[src/frc_pkg.sv]
// ----------------------------------------------------------------------------
// frc_pkg
// Shared types, constants and the crc helper of the frame receiver.
// ----------------------------------------------------------------------------
package frc_pkg;

	localparam int BUF_DEPTH_DEF = 64;
	localparam int CNT_W         = 7;

	// configuration register indexes
	localparam logic [1:0] CFG_SYNC_FIRST      = 2'd0;
	localparam logic [1:0] CFG_SYNC_SECOND     = 2'd1;
	localparam logic [1:0] CFG_MAX_PAYLOAD     = 2'd2;
	localparam logic [1:0] CFG_REJECT_OVERSIZE = 2'd3;

	localparam logic [7:0] SYNC_FIRST_RST      = 8'd170;
	localparam logic [7:0] SYNC_SECOND_RST     = 8'd85;
	localparam logic [6:0] MAX_PAYLOAD_RST     = 7'd64;
	localparam logic       REJECT_OVERSIZE_RST = 1'b1;

	// result event codes
	localparam logic [1:0] EV_GOOD    = 2'd0;
	localparam logic [1:0] EV_BAD_CRC = 2'd1;
	localparam logic [1:0] EV_BAD_LEN = 2'd2;
	localparam logic [1:0] EV_DROP    = 2'd3;

	localparam logic [15:0] CRC_POLY = 16'h1021;
	localparam logic [15:0] CRC_INIT = 16'hFFFF;
	localparam logic [15:0] CRC_TOP  = 16'h8000;

	typedef enum logic [2:0] {
		IK_DROP,
		IK_BAD_LEN,
		IK_BAD_CRC,
		IK_GOOD_EMPTY,
		IK_GOOD_DATA
	} item_kind_t;

	typedef enum logic [8:0] {
		ST_SYNC1   = 9'b000000001,
		ST_SYNC2   = 9'b000000010,
		ST_TYPE    = 9'b000000100,
		ST_LEN     = 9'b000001000,
		ST_PAYLOAD = 9'b000010000,
		ST_CRC_LO  = 9'b000100000,
		ST_CRC_HI  = 9'b001000000,
		ST_EMIT_RD = 9'b010000000,
		ST_EMIT_WR = 9'b100000000
	} state_t;

	typedef struct packed {
		logic       ld_type;
		logic       ld_len;
		logic       ld_payload;
		logic       ld_crc_lo;
		logic       emit_init;
		logic       mem_rd;
		logic       emit_adv;
		logic       out_load;
		item_kind_t out_kind;
	} cmd_t;

	typedef struct packed {
		logic out_free;
		logic sync1_hit;
		logic sync2_hit;
		logic oversize;
		logic len_zero;
		logic payload_done;
		logic crc_ok;
		logic cnt_zero;
		logic emit_last;
	} status_t;

	// crc-16/ccitt-false, one byte, msb first
	function automatic logic [15:0] crc16_byte(input logic [15:0] crc, input logic [7:0] b);
		logic [15:0] c;
		c = crc ^ {b, 8'h00};
		for (int i = 0; i < 8; i++) begin
			if ((c & CRC_TOP) != 16'h0000) begin
				c = {c[14:0], 1'b0} ^ CRC_POLY;
			end else begin
				c = {c[14:0], 1'b0};
			end
		end
		return c;
	endfunction

endpackage

[src/frc_ctrl.sv]
// ----------------------------------------------------------------------------
// frc_ctrl
// Parser and delivery state machine; drives datapath commands from status.
// ----------------------------------------------------------------------------
module frc_ctrl import frc_pkg::*; (
	input  logic    clk,
	input  logic    arst_n,
	input  logic    in_valid,
	output logic    in_ready,
	input  status_t st,
	output cmd_t    cmd
);

	state_t state_q;
	state_t state_nxt;
	logic   parsing;
	logic   take;

	assign parsing = (state_q != ST_EMIT_RD) && (state_q != ST_EMIT_WR);
	assign in_ready = parsing && st.out_free;
	assign take = in_valid && in_ready;

	always_comb begin
		cmd       = '0;
		cmd.out_kind = IK_DROP;
		state_nxt = state_q;
		case (state_q)
			ST_SYNC1: begin
				if (take) begin
					if (st.sync1_hit) begin
						state_nxt = ST_SYNC2;
					end else begin
						cmd.out_load = 1'b1;
						cmd.out_kind = IK_DROP;
					end
				end
			end
			ST_SYNC2: begin
				if (take) begin
					if (st.sync2_hit) begin
						state_nxt = ST_TYPE;
					end else begin
						cmd.out_load = 1'b1;
						cmd.out_kind = IK_DROP;
						state_nxt    = ST_SYNC1;
					end
				end
			end
			ST_TYPE: begin
				if (take) begin
					cmd.ld_type = 1'b1;
					state_nxt   = ST_LEN;
				end
			end
			ST_LEN: begin
				if (take) begin
					cmd.ld_len = 1'b1;
					if (st.oversize) begin
						cmd.out_load = 1'b1;
						cmd.out_kind = IK_BAD_LEN;
						state_nxt    = ST_SYNC1;
					end else if (st.len_zero) begin
						state_nxt = ST_CRC_LO;
					end else begin
						state_nxt = ST_PAYLOAD;
					end
				end
			end
			ST_PAYLOAD: begin
				if (take) begin
					cmd.ld_payload = 1'b1;
					if (st.payload_done) begin
						state_nxt = ST_CRC_LO;
					end
				end
			end
			ST_CRC_LO: begin
				if (take) begin
					cmd.ld_crc_lo = 1'b1;
					state_nxt     = ST_CRC_HI;
				end
			end
			ST_CRC_HI: begin
				if (take) begin
					if (!st.crc_ok) begin
						cmd.out_load = 1'b1;
						cmd.out_kind = IK_BAD_CRC;
						state_nxt    = ST_SYNC1;
					end else if (st.cnt_zero) begin
						cmd.out_load = 1'b1;
						cmd.out_kind = IK_GOOD_EMPTY;
						state_nxt    = ST_SYNC1;
					end else begin
						cmd.emit_init = 1'b1;
						state_nxt     = ST_EMIT_RD;
					end
				end
			end
			ST_EMIT_RD: begin
				cmd.mem_rd = 1'b1;
				state_nxt  = ST_EMIT_WR;
			end
			ST_EMIT_WR: begin
				if (st.out_free) begin
					cmd.out_load = 1'b1;
					cmd.out_kind = IK_GOOD_DATA;
					cmd.emit_adv = 1'b1;
					state_nxt    = st.emit_last ? ST_SYNC1 : ST_EMIT_RD;
				end
			end
			default: begin
				state_nxt = ST_SYNC1;
			end
		endcase
	end

	always_ff @(posedge clk or negedge arst_n) begin
		if (!arst_n) begin
			state_q <= ST_SYNC1;
		end else begin
			state_q <= state_nxt;
		end
	end

endmodule

[src/frc_dp.sv]
// ----------------------------------------------------------------------------
// frc_dp
// Config registers, header and crc registers, payload store and result register.
// ----------------------------------------------------------------------------
module frc_dp import frc_pkg::*; #(
	parameter int BUF_DEPTH = BUF_DEPTH_DEF
) (
	input  logic       clk,
	input  logic       arst_n,
	input  logic       cfg_valid,
	output logic       cfg_ready,
	input  logic [1:0] cfg_index,
	input  logic [7:0] cfg_data,
	input  logic [7:0] rx_byte,
	output logic       out_valid,
	input  logic       out_ready,
	output logic [1:0] event_res,
	output logic [7:0] frame_type,
	output logic [7:0] frame_length,
	output logic       has_data,
	output logic [7:0] data_byte,
	output logic [5:0] byte_index,
	output logic       last,
	input  cmd_t       cmd,
	output status_t    st
);

	localparam int IDXW = (BUF_DEPTH > 1) ? $clog2(BUF_DEPTH) : 1;
	localparam logic [CNT_W-1:0] DEPTH_C = CNT_W'(BUF_DEPTH);

	logic [7:0]       sync_first_q;
	logic [7:0]       sync_second_q;
	logic [6:0]       max_payload_q;
	logic             reject_q;

	logic [7:0]       held_type_q;
	logic [7:0]       held_len_q;
	logic [7:0]       byte_count_q;
	logic [7:0]       crc_lo_q;
	logic [15:0]      crc_q;
	logic [CNT_W-1:0] cnt_q;
	logic [CNT_W-1:0] emit_idx_q;
	logic [7:0]       rdata_q;
	logic [7:0]       mem [BUF_DEPTH];

	logic             out_valid_q;
	logic [1:0]       ev_q;
	logic [7:0]       type_q;
	logic [7:0]       len_q;
	logic             has_q;
	logic [7:0]       data_q;
	logic [5:0]       idx_q;
	logic             last_q;

	logic [CNT_W-1:0] cap;
	logic [CNT_W-1:0] cnt;
	logic             store_ok;

	assign cfg_ready = 1'b1;

	always_ff @(posedge clk or negedge arst_n) begin
		if (!arst_n) begin
			sync_first_q  <= SYNC_FIRST_RST;
			sync_second_q <= SYNC_SECOND_RST;
			max_payload_q <= MAX_PAYLOAD_RST;
			reject_q      <= REJECT_OVERSIZE_RST;
		end else if (cfg_valid) begin
			case (cfg_index)
				CFG_SYNC_FIRST:      sync_first_q  <= cfg_data;
				CFG_SYNC_SECOND:     sync_second_q <= cfg_data;
				CFG_MAX_PAYLOAD:     max_payload_q <= cfg_data[6:0];
				CFG_REJECT_OVERSIZE: reject_q      <= cfg_data[0];
				default: begin
				end
			endcase
		end
	end

	// capacity is max_payload saturated to the store depth
	assign cap = (max_payload_q > DEPTH_C) ? DEPTH_C : max_payload_q;
	assign cnt = (held_len_q > {1'b0, cap}) ? cap : held_len_q[CNT_W-1:0];
	assign store_ok = byte_count_q < {1'b0, cap};

	always_comb begin
		st.out_free     = !out_valid_q || out_ready;
		st.sync1_hit    = rx_byte == sync_first_q;
		st.sync2_hit    = rx_byte == sync_second_q;
		st.oversize     = reject_q && (rx_byte > {1'b0, cap});
		st.len_zero     = rx_byte == 8'd0;
		st.payload_done = (byte_count_q + 8'd1) >= held_len_q;
		st.crc_ok       = {rx_byte, crc_lo_q} == crc_q;
		st.cnt_zero     = cnt == '0;
		st.emit_last    = (emit_idx_q + CNT_W'(1)) == cnt_q;
	end

	always_ff @(posedge clk) begin
		if (cmd.ld_type) begin
			held_type_q <= rx_byte;
			crc_q       <= crc16_byte(CRC_INIT, rx_byte);
		end
		if (cmd.ld_len) begin
			held_len_q   <= rx_byte;
			byte_count_q <= 8'd0;
			crc_q        <= crc16_byte(crc_q, rx_byte);
		end
		if (cmd.ld_payload) begin
			byte_count_q <= byte_count_q + 8'd1;
			crc_q        <= crc16_byte(crc_q, rx_byte);
		end
		if (cmd.ld_crc_lo) begin
			crc_lo_q <= rx_byte;
		end
		if (cmd.emit_init) begin
			cnt_q      <= cnt;
			emit_idx_q <= '0;
		end else if (cmd.emit_adv) begin
			emit_idx_q <= emit_idx_q + CNT_W'(1);
		end
	end

	// payload store, registered read
	always_ff @(posedge clk) begin
		if (cmd.ld_payload && store_ok) begin
			mem[byte_count_q[IDXW-1:0]] <= rx_byte;
		end
		if (cmd.mem_rd) begin
			rdata_q <= mem[emit_idx_q[IDXW-1:0]];
		end
	end

	always_ff @(posedge clk or negedge arst_n) begin
		if (!arst_n) begin
			out_valid_q <= 1'b0;
		end else if (cmd.out_load) begin
			out_valid_q <= 1'b1;
		end else if (out_ready) begin
			out_valid_q <= 1'b0;
		end
	end

	always_ff @(posedge clk) begin
		if (cmd.out_load) begin
			has_q  <= 1'b0;
			data_q <= 8'd0;
			idx_q  <= 6'd0;
			last_q <= 1'b1;
			type_q <= held_type_q;
			len_q  <= held_len_q;
			case (cmd.out_kind)
				IK_DROP: begin
					ev_q   <= EV_DROP;
					type_q <= 8'd0;
					len_q  <= 8'd0;
				end
				IK_BAD_LEN: begin
					ev_q  <= EV_BAD_LEN;
					len_q <= rx_byte;
				end
				IK_BAD_CRC: begin
					ev_q <= EV_BAD_CRC;
				end
				IK_GOOD_EMPTY: begin
					ev_q <= EV_GOOD;
				end
				IK_GOOD_DATA: begin
					ev_q   <= EV_GOOD;
					has_q  <= 1'b1;
					data_q <= rdata_q;
					idx_q  <= emit_idx_q[5:0];
					last_q <= st.emit_last;
				end
				default: begin
					ev_q <= EV_DROP;
				end
			endcase
		end
	end

	assign out_valid    = out_valid_q;
	assign event_res    = ev_q;
	assign frame_type   = type_q;
	assign frame_length = len_q;
	assign has_data     = has_q;
	assign data_byte    = data_q;
	assign byte_index   = idx_q;
	assign last         = last_q;

endmodule

[src/frame_receiver_crc16_check.sv]
// ----------------------------------------------------------------------------
// frame_receiver_crc16_check
// Sync/length framed byte receiver with crc-16/ccitt-false check.
//
// channel   signals                                        direction
// cfg       cfg_valid cfg_ready cfg_index cfg_data          write in
// in        in_valid in_ready rx_byte                       byte in
// out       out_valid out_ready event_res frame_type        result out
//           frame_length has_data data_byte byte_index last
//
// each received byte is handled by the parser state machine.
// a good frame with n stored bytes then delivers them one at a time, each by a
// store read and then a result register load; no byte is taken during delivery.
// every byte transfer needs a free result register, so a result waiting for
// transfer stalls the input.
// reset puts the parser on hunting for the first sync byte and loads config
// defaults; the payload store is not cleared.
// ----------------------------------------------------------------------------
module frame_receiver_crc16_check import frc_pkg::*; #(
	parameter int BUF_DEPTH = BUF_DEPTH_DEF
) (
	input  logic       clk,
	input  logic       arst_n,
	input  logic       cfg_valid,
	output logic       cfg_ready,
	input  logic [1:0] cfg_index,
	input  logic [7:0] cfg_data,
	input  logic       in_valid,
	output logic       in_ready,
	input  logic [7:0] rx_byte,
	output logic       out_valid,
	input  logic       out_ready,
	output logic [1:0] event_res,
	output logic [7:0] frame_type,
	output logic [7:0] frame_length,
	output logic       has_data,
	output logic [7:0] data_byte,
	output logic [5:0] byte_index,
	output logic       last
);

	cmd_t    cmd;
	status_t st;

	frc_ctrl u_ctrl (
		.clk      (clk),
		.arst_n   (arst_n),
		.in_valid (in_valid),
		.in_ready (in_ready),
		.st       (st),
		.cmd      (cmd)
	);

	frc_dp #(
		.BUF_DEPTH (BUF_DEPTH)
	) u_dp (
		.clk          (clk),
		.arst_n       (arst_n),
		.cfg_valid    (cfg_valid),
		.cfg_ready    (cfg_ready),
		.cfg_index    (cfg_index),
		.cfg_data     (cfg_data),
		.rx_byte      (rx_byte),
		.out_valid    (out_valid),
		.out_ready    (out_ready),
		.event_res    (event_res),
		.frame_type   (frame_type),
		.frame_length (frame_length),
		.has_data     (has_data),
		.data_byte    (data_byte),
		.byte_index   (byte_index),
		.last         (last),
		.cmd          (cmd),
		.st           (st)
	);

	// a result is never written over one still waiting for transfer
	assert property (@(posedge clk) disable iff (!arst_n) cmd.out_load |-> st.out_free)
		else $error("result register overwritten");

	// no input transfer while the store is being read out
	assert property (@(posedge clk) disable iff (!arst_n) cmd.mem_rd |-> !in_ready)
		else $error("input taken during delivery");

	// delivery starts with a store read right after the good crc
	assert property (@(posedge clk) disable iff (!arst_n) cmd.emit_init |=> cmd.mem_rd)
		else $error("delivery did not start");

endmodule

[config.mk]
export PLATFORM = sky130hd
export DESIGN_NAME = frame_receiver_crc16_check
export DESIGN_NICKNAME = d
export VERILOG_FILES = /design/src/frc_pkg.sv /design/src/frc_ctrl.sv /design/src/frc_dp.sv /design/src/frame_receiver_crc16_check.sv
export SDC_FILE = /design/constraint.sdc
export NUM_CORES = 1
export LEC_CHECK = 0
export BUFFER_PORTS_ARGS = -buffer_cell sky130_fd_sc_hd__buf_2
export CORE_MARGIN = 2
export CORE_UTILIZATION = 30
export CTS_CLUSTER_DIAMETER = 60
export DETAILED_ROUTE_END_ITERATION = 6
export MAX_ROUTING_LAYER = met4
export PLACE_DENSITY = 0.5
export SETUP_SLACK_MARGIN = 0.05
export SYNTH_ARGS = -nofsm -noshare
export SYNTH_HDL_FRONTEND = slang
export SYNTH_SLANG_ARGS = --single-unit
[constraint.sdc]
create_clock -name clk -period 4.46 [get_ports clk]
set_input_delay 0.892 -clock clk [delete_from_list [all_inputs] [get_ports clk]]
set_output_delay 0.892 -clock clk [all_outputs]
set_load 0.01 [all_outputs]
==> impl_metrics.env <==
export IMPL_grt_use_total=0.151
export IMPL_ys_dominant_reg_cell="edfxtp_1"
export IMPL_hold_buffers=0
export IMPL_synth_area_leaders="edfxtp_1 (67%), mux4_2 (14%), dfrtp_1 (2.1%)"
export IMPL_fmax_ghz=0.274
export IMPL_drv_slew=0
export IMPL_worstSkewPairLatency_ns=0.62
export IMPL_drtIter0Drc=1123
export IMPL_fill_cells=8407
export IMPL_numPortBuffers=58
export IMPL_max_cap_violations=0
export IMPL_multiInputGateArea_sq_um=7580
export IMPL_vias=13800
export IMPL_powerDensity_nw_per_um2=425
export IMPL_crit_arrival_ns=3.96
export IMPL_min_period_over_period=0.820
export IMPL_endpoint_kind="register"
export IMPL_cts_resized=0
export IMPL_dpl_hpwl_um=43400
export IMPL_clock_sinks=650
export IMPL_ys_ff_latch=650
export IMPL_grt_pass1_vias=14300
export IMPL_globalplace_congestion=0.801
export IMPL_die_h_um=305
export IMPL_root_buffer="clkbuf_16"
export IMPL_cts_tree="done"
export IMPL_die_x_um=305
export IMPL_hold_path_class="primary input to asynchronous set/reset pin"
export IMPL_grt_pass1_wl_um=100000
export IMPL_seq_area_sq_um=19300
export IMPL_cts_htree_levels=3
export IMPL_wl_per_cell_um=24.1
export IMPL_synth_top_cell_by_area="edfxtp_1"
export IMPL_rows=110
export IMPL_startpoint_type="register"
export IMPL_syn_num_nets=1469
export IMPL_ir_drop_mv=0.227
export IMPL_largest_reg_flops=512
export IMPL_clkSlewWorstSetupHoldPaths_ns=0.06
export IMPL_final_layout_size_suffix_gt1_frac=0.325
export IMPL_via_per_inst=4.94
export IMPL_die_area_sq_um=92800
export IMPL_report_final_hold_viol_count=0
export IMPL_gr_total_overflow=0
export IMPL_drc=0
export IMPL_netlist_top_cells_count="edfxtp_1 (609), mux4_2 (168), nor4_1 (80)"
export IMPL_setup_violations=0
export IMPL_slew_headroom=0.157
export IMPL_clockBufferDepth=3
export IMPL_netlist_instances=1416
export IMPL_synthArstFlopShare=0.0523
export IMPL_period_needed_ns=3.66
export IMPL_skew_ns=0.0266
export IMPL_synthDistinctLibCells=67
export IMPL_worstSetupPathType="register to register"
export IMPL_post_cts_setup_buffers=0
export IMPL_slowest_stage="mux2_2"
export IMPL_initial_core_util=0.302
export IMPL_grt_max_degree=69
export IMPL_drtPass1Iterations=5
export IMPL_finalSetupTns_ns=0
export IMPL_crit_start="u_dp.max_payload_q[6]"
export IMPL_r2r_start="u_dp.max_payload_q[6]"
export IMPL_grt_antenna_before_repair=8
export IMPL_yosysSeqAreaShare=0.712
export IMPL_required_ns=4.77
export IMPL_synth_edf_count=609
export IMPL_cts_inserted_buffers=71
export IMPL_path_cells="inv_1, nand2_1, ha_1, or3_1, a211oi_1, a211o_1, mux2_2, or2_1, a21o_1, nand2b_2, buf_4"
export IMPL_io_pins=60
export IMPL_critPathMaxFanout=34
export IMPL_final_nets=1616
export IMPL_syn_cell_area_sq_um=27100
export IMPL_syn_avg_cell_area_sq_um=19.1
export IMPL_p_leak_uw=0.0103
export IMPL_ys_warn_count=0
export IMPL_hold_ws_ns=0.375
export IMPL_finalWirelength_um=67500
export IMPL_detail_route_antenna_nets=0
export IMPL_max_stage_delay_ns=0.40
export IMPL_areaGrowthSynthToFinish_pct=17.5
export IMPL_critical_path_buf_inv_count=2
export IMPL_yosysMostFrequentCell="edfxtp_1"
export IMPL_outcome="finished, final reports clean"
export IMPL_synth_top_area_frac=0.675
export IMPL_cpLargestDelayFamily="simple AND/OR/NAND/NOR gates"
export IMPL_core_area_sq_um=89700
export IMPL_rsz0062_at_grt="false"
export IMPL_worst_slew_pin_slew_ns=1.26
-- metal layers --
| metal | GRT usage | up-vias | wire length, um |
|---|---|---|---|
| met4 | 0.0364 | 0 | 1060 |
| met2 | 0.234 | 357 | 32200 |
| met1 | 0.204 | 7310 | 30400 |
| li1 | - | 6079 | - |
| met3 | 0.0314 | 82 | 3880 |
| met5 | - | - | 0 |
-- stage by stage --
| step | worst slack (ns) | utilization | power [uW] | std cells | cell area [sq um] |
|---|---|---|---|---|---|
| 2_1_floorplan | 0.742 | - | 7580 | 1416 | 27100 |
| 3_3_place_gp | 0.837 | 0.329 | 7960 | 2666 | 29600 |
| 3_5_place_dp | 0.795 | 0.329 | 7980 | 2666 | 29600 |
| 4_1_cts | 0.780 | 0.355 | 13700 | 2796 | 31800 |
| 5_1_grt | 0.516 | 0.355 | 14000 | 2798 | 31800 |
| 6_report | 0.804 | 0.355 | 13500 | 2799 | 31800 |
-- logic make-up (layout without fill, tap and decap cells) --
group / count (synthesis) / in the layout / synth area share
AO/OA/AOI/OAI: 65 / 65 / 0.0172
XOR/XNOR: 98 / 98 / 0.0317
adder cells (fa/ha/maj): 30 / 30 / 0.0138
buffers and inverters: 103 / 307 / 0.0162
flip-flops: 650 / 650 / 0.712
multiplexers: 197 / 197 / 0.152
other: 1 / 4 / 0.000138
AND/OR/NAND/NOR: 272 / 272 / 0.0572
-- layout make-up --
type                            count  area share
Sequential cell                   650       0.606
Multi-Input combinational cell    663       0.238
Clock buffer                       86      0.0582
Tap cell                         1176      0.0462
Timing Repair Buffer              162      0.0363
Clock inverter                     44      0.0127
Inverter                           15     0.00177
Antenna cell                        3    0.000236
-- final timing paths --
check | slack (ns) | endpoint | depth (start not counted)
setup / recovery | 0.80 | u_dp.frame_type[3] | 11
hold / removal | 0.37 | u_dp.sync_second_q[7] | 1
setup reg to reg | 0.80 | u_dp.frame_type[3] | 11
hold reg to reg | 0.53 | u_dp.sync_first_q[2] | 1
max in group asynchronous | 3.59 | u_ctrl.state_q[2] | 1
min in group clk | 0.53 | u_dp.sync_first_q[2] | 1
-- layout by cell type, fill, tap and decap left out, drive strengths merged, types with 3 or more instances in the layout --
cell type  instances
a211oi             5
a21o               6
a21oi              8
a22o               8
and3              18
buf              162
bufinv             5
clkbuf            86
clkinv            32
dfrtp             23
dfstp             11
dfxtp              7
diode              3
edfxtp           609
ha                30
inv               20
mux2              28
mux4             168
nand2             55
nand2b            10
nand3             18
nand3b             5
nand4              4
nor2              29
nor2b             12
nor3              10
nor3b              4
nor4              81
o21a              13
o21ai             10
or2                6
or3                5
or3b               3
xnor2             41
xor2              57
-- power by group --
part / internal [uW] / switching (uW)
Clock: 3290 / 2410
Sequential: 6850 / 113
Combinational: 323 / 549
Total: 10500 / 3070
No activity file was read; power rests on OpenSTA's default activity.
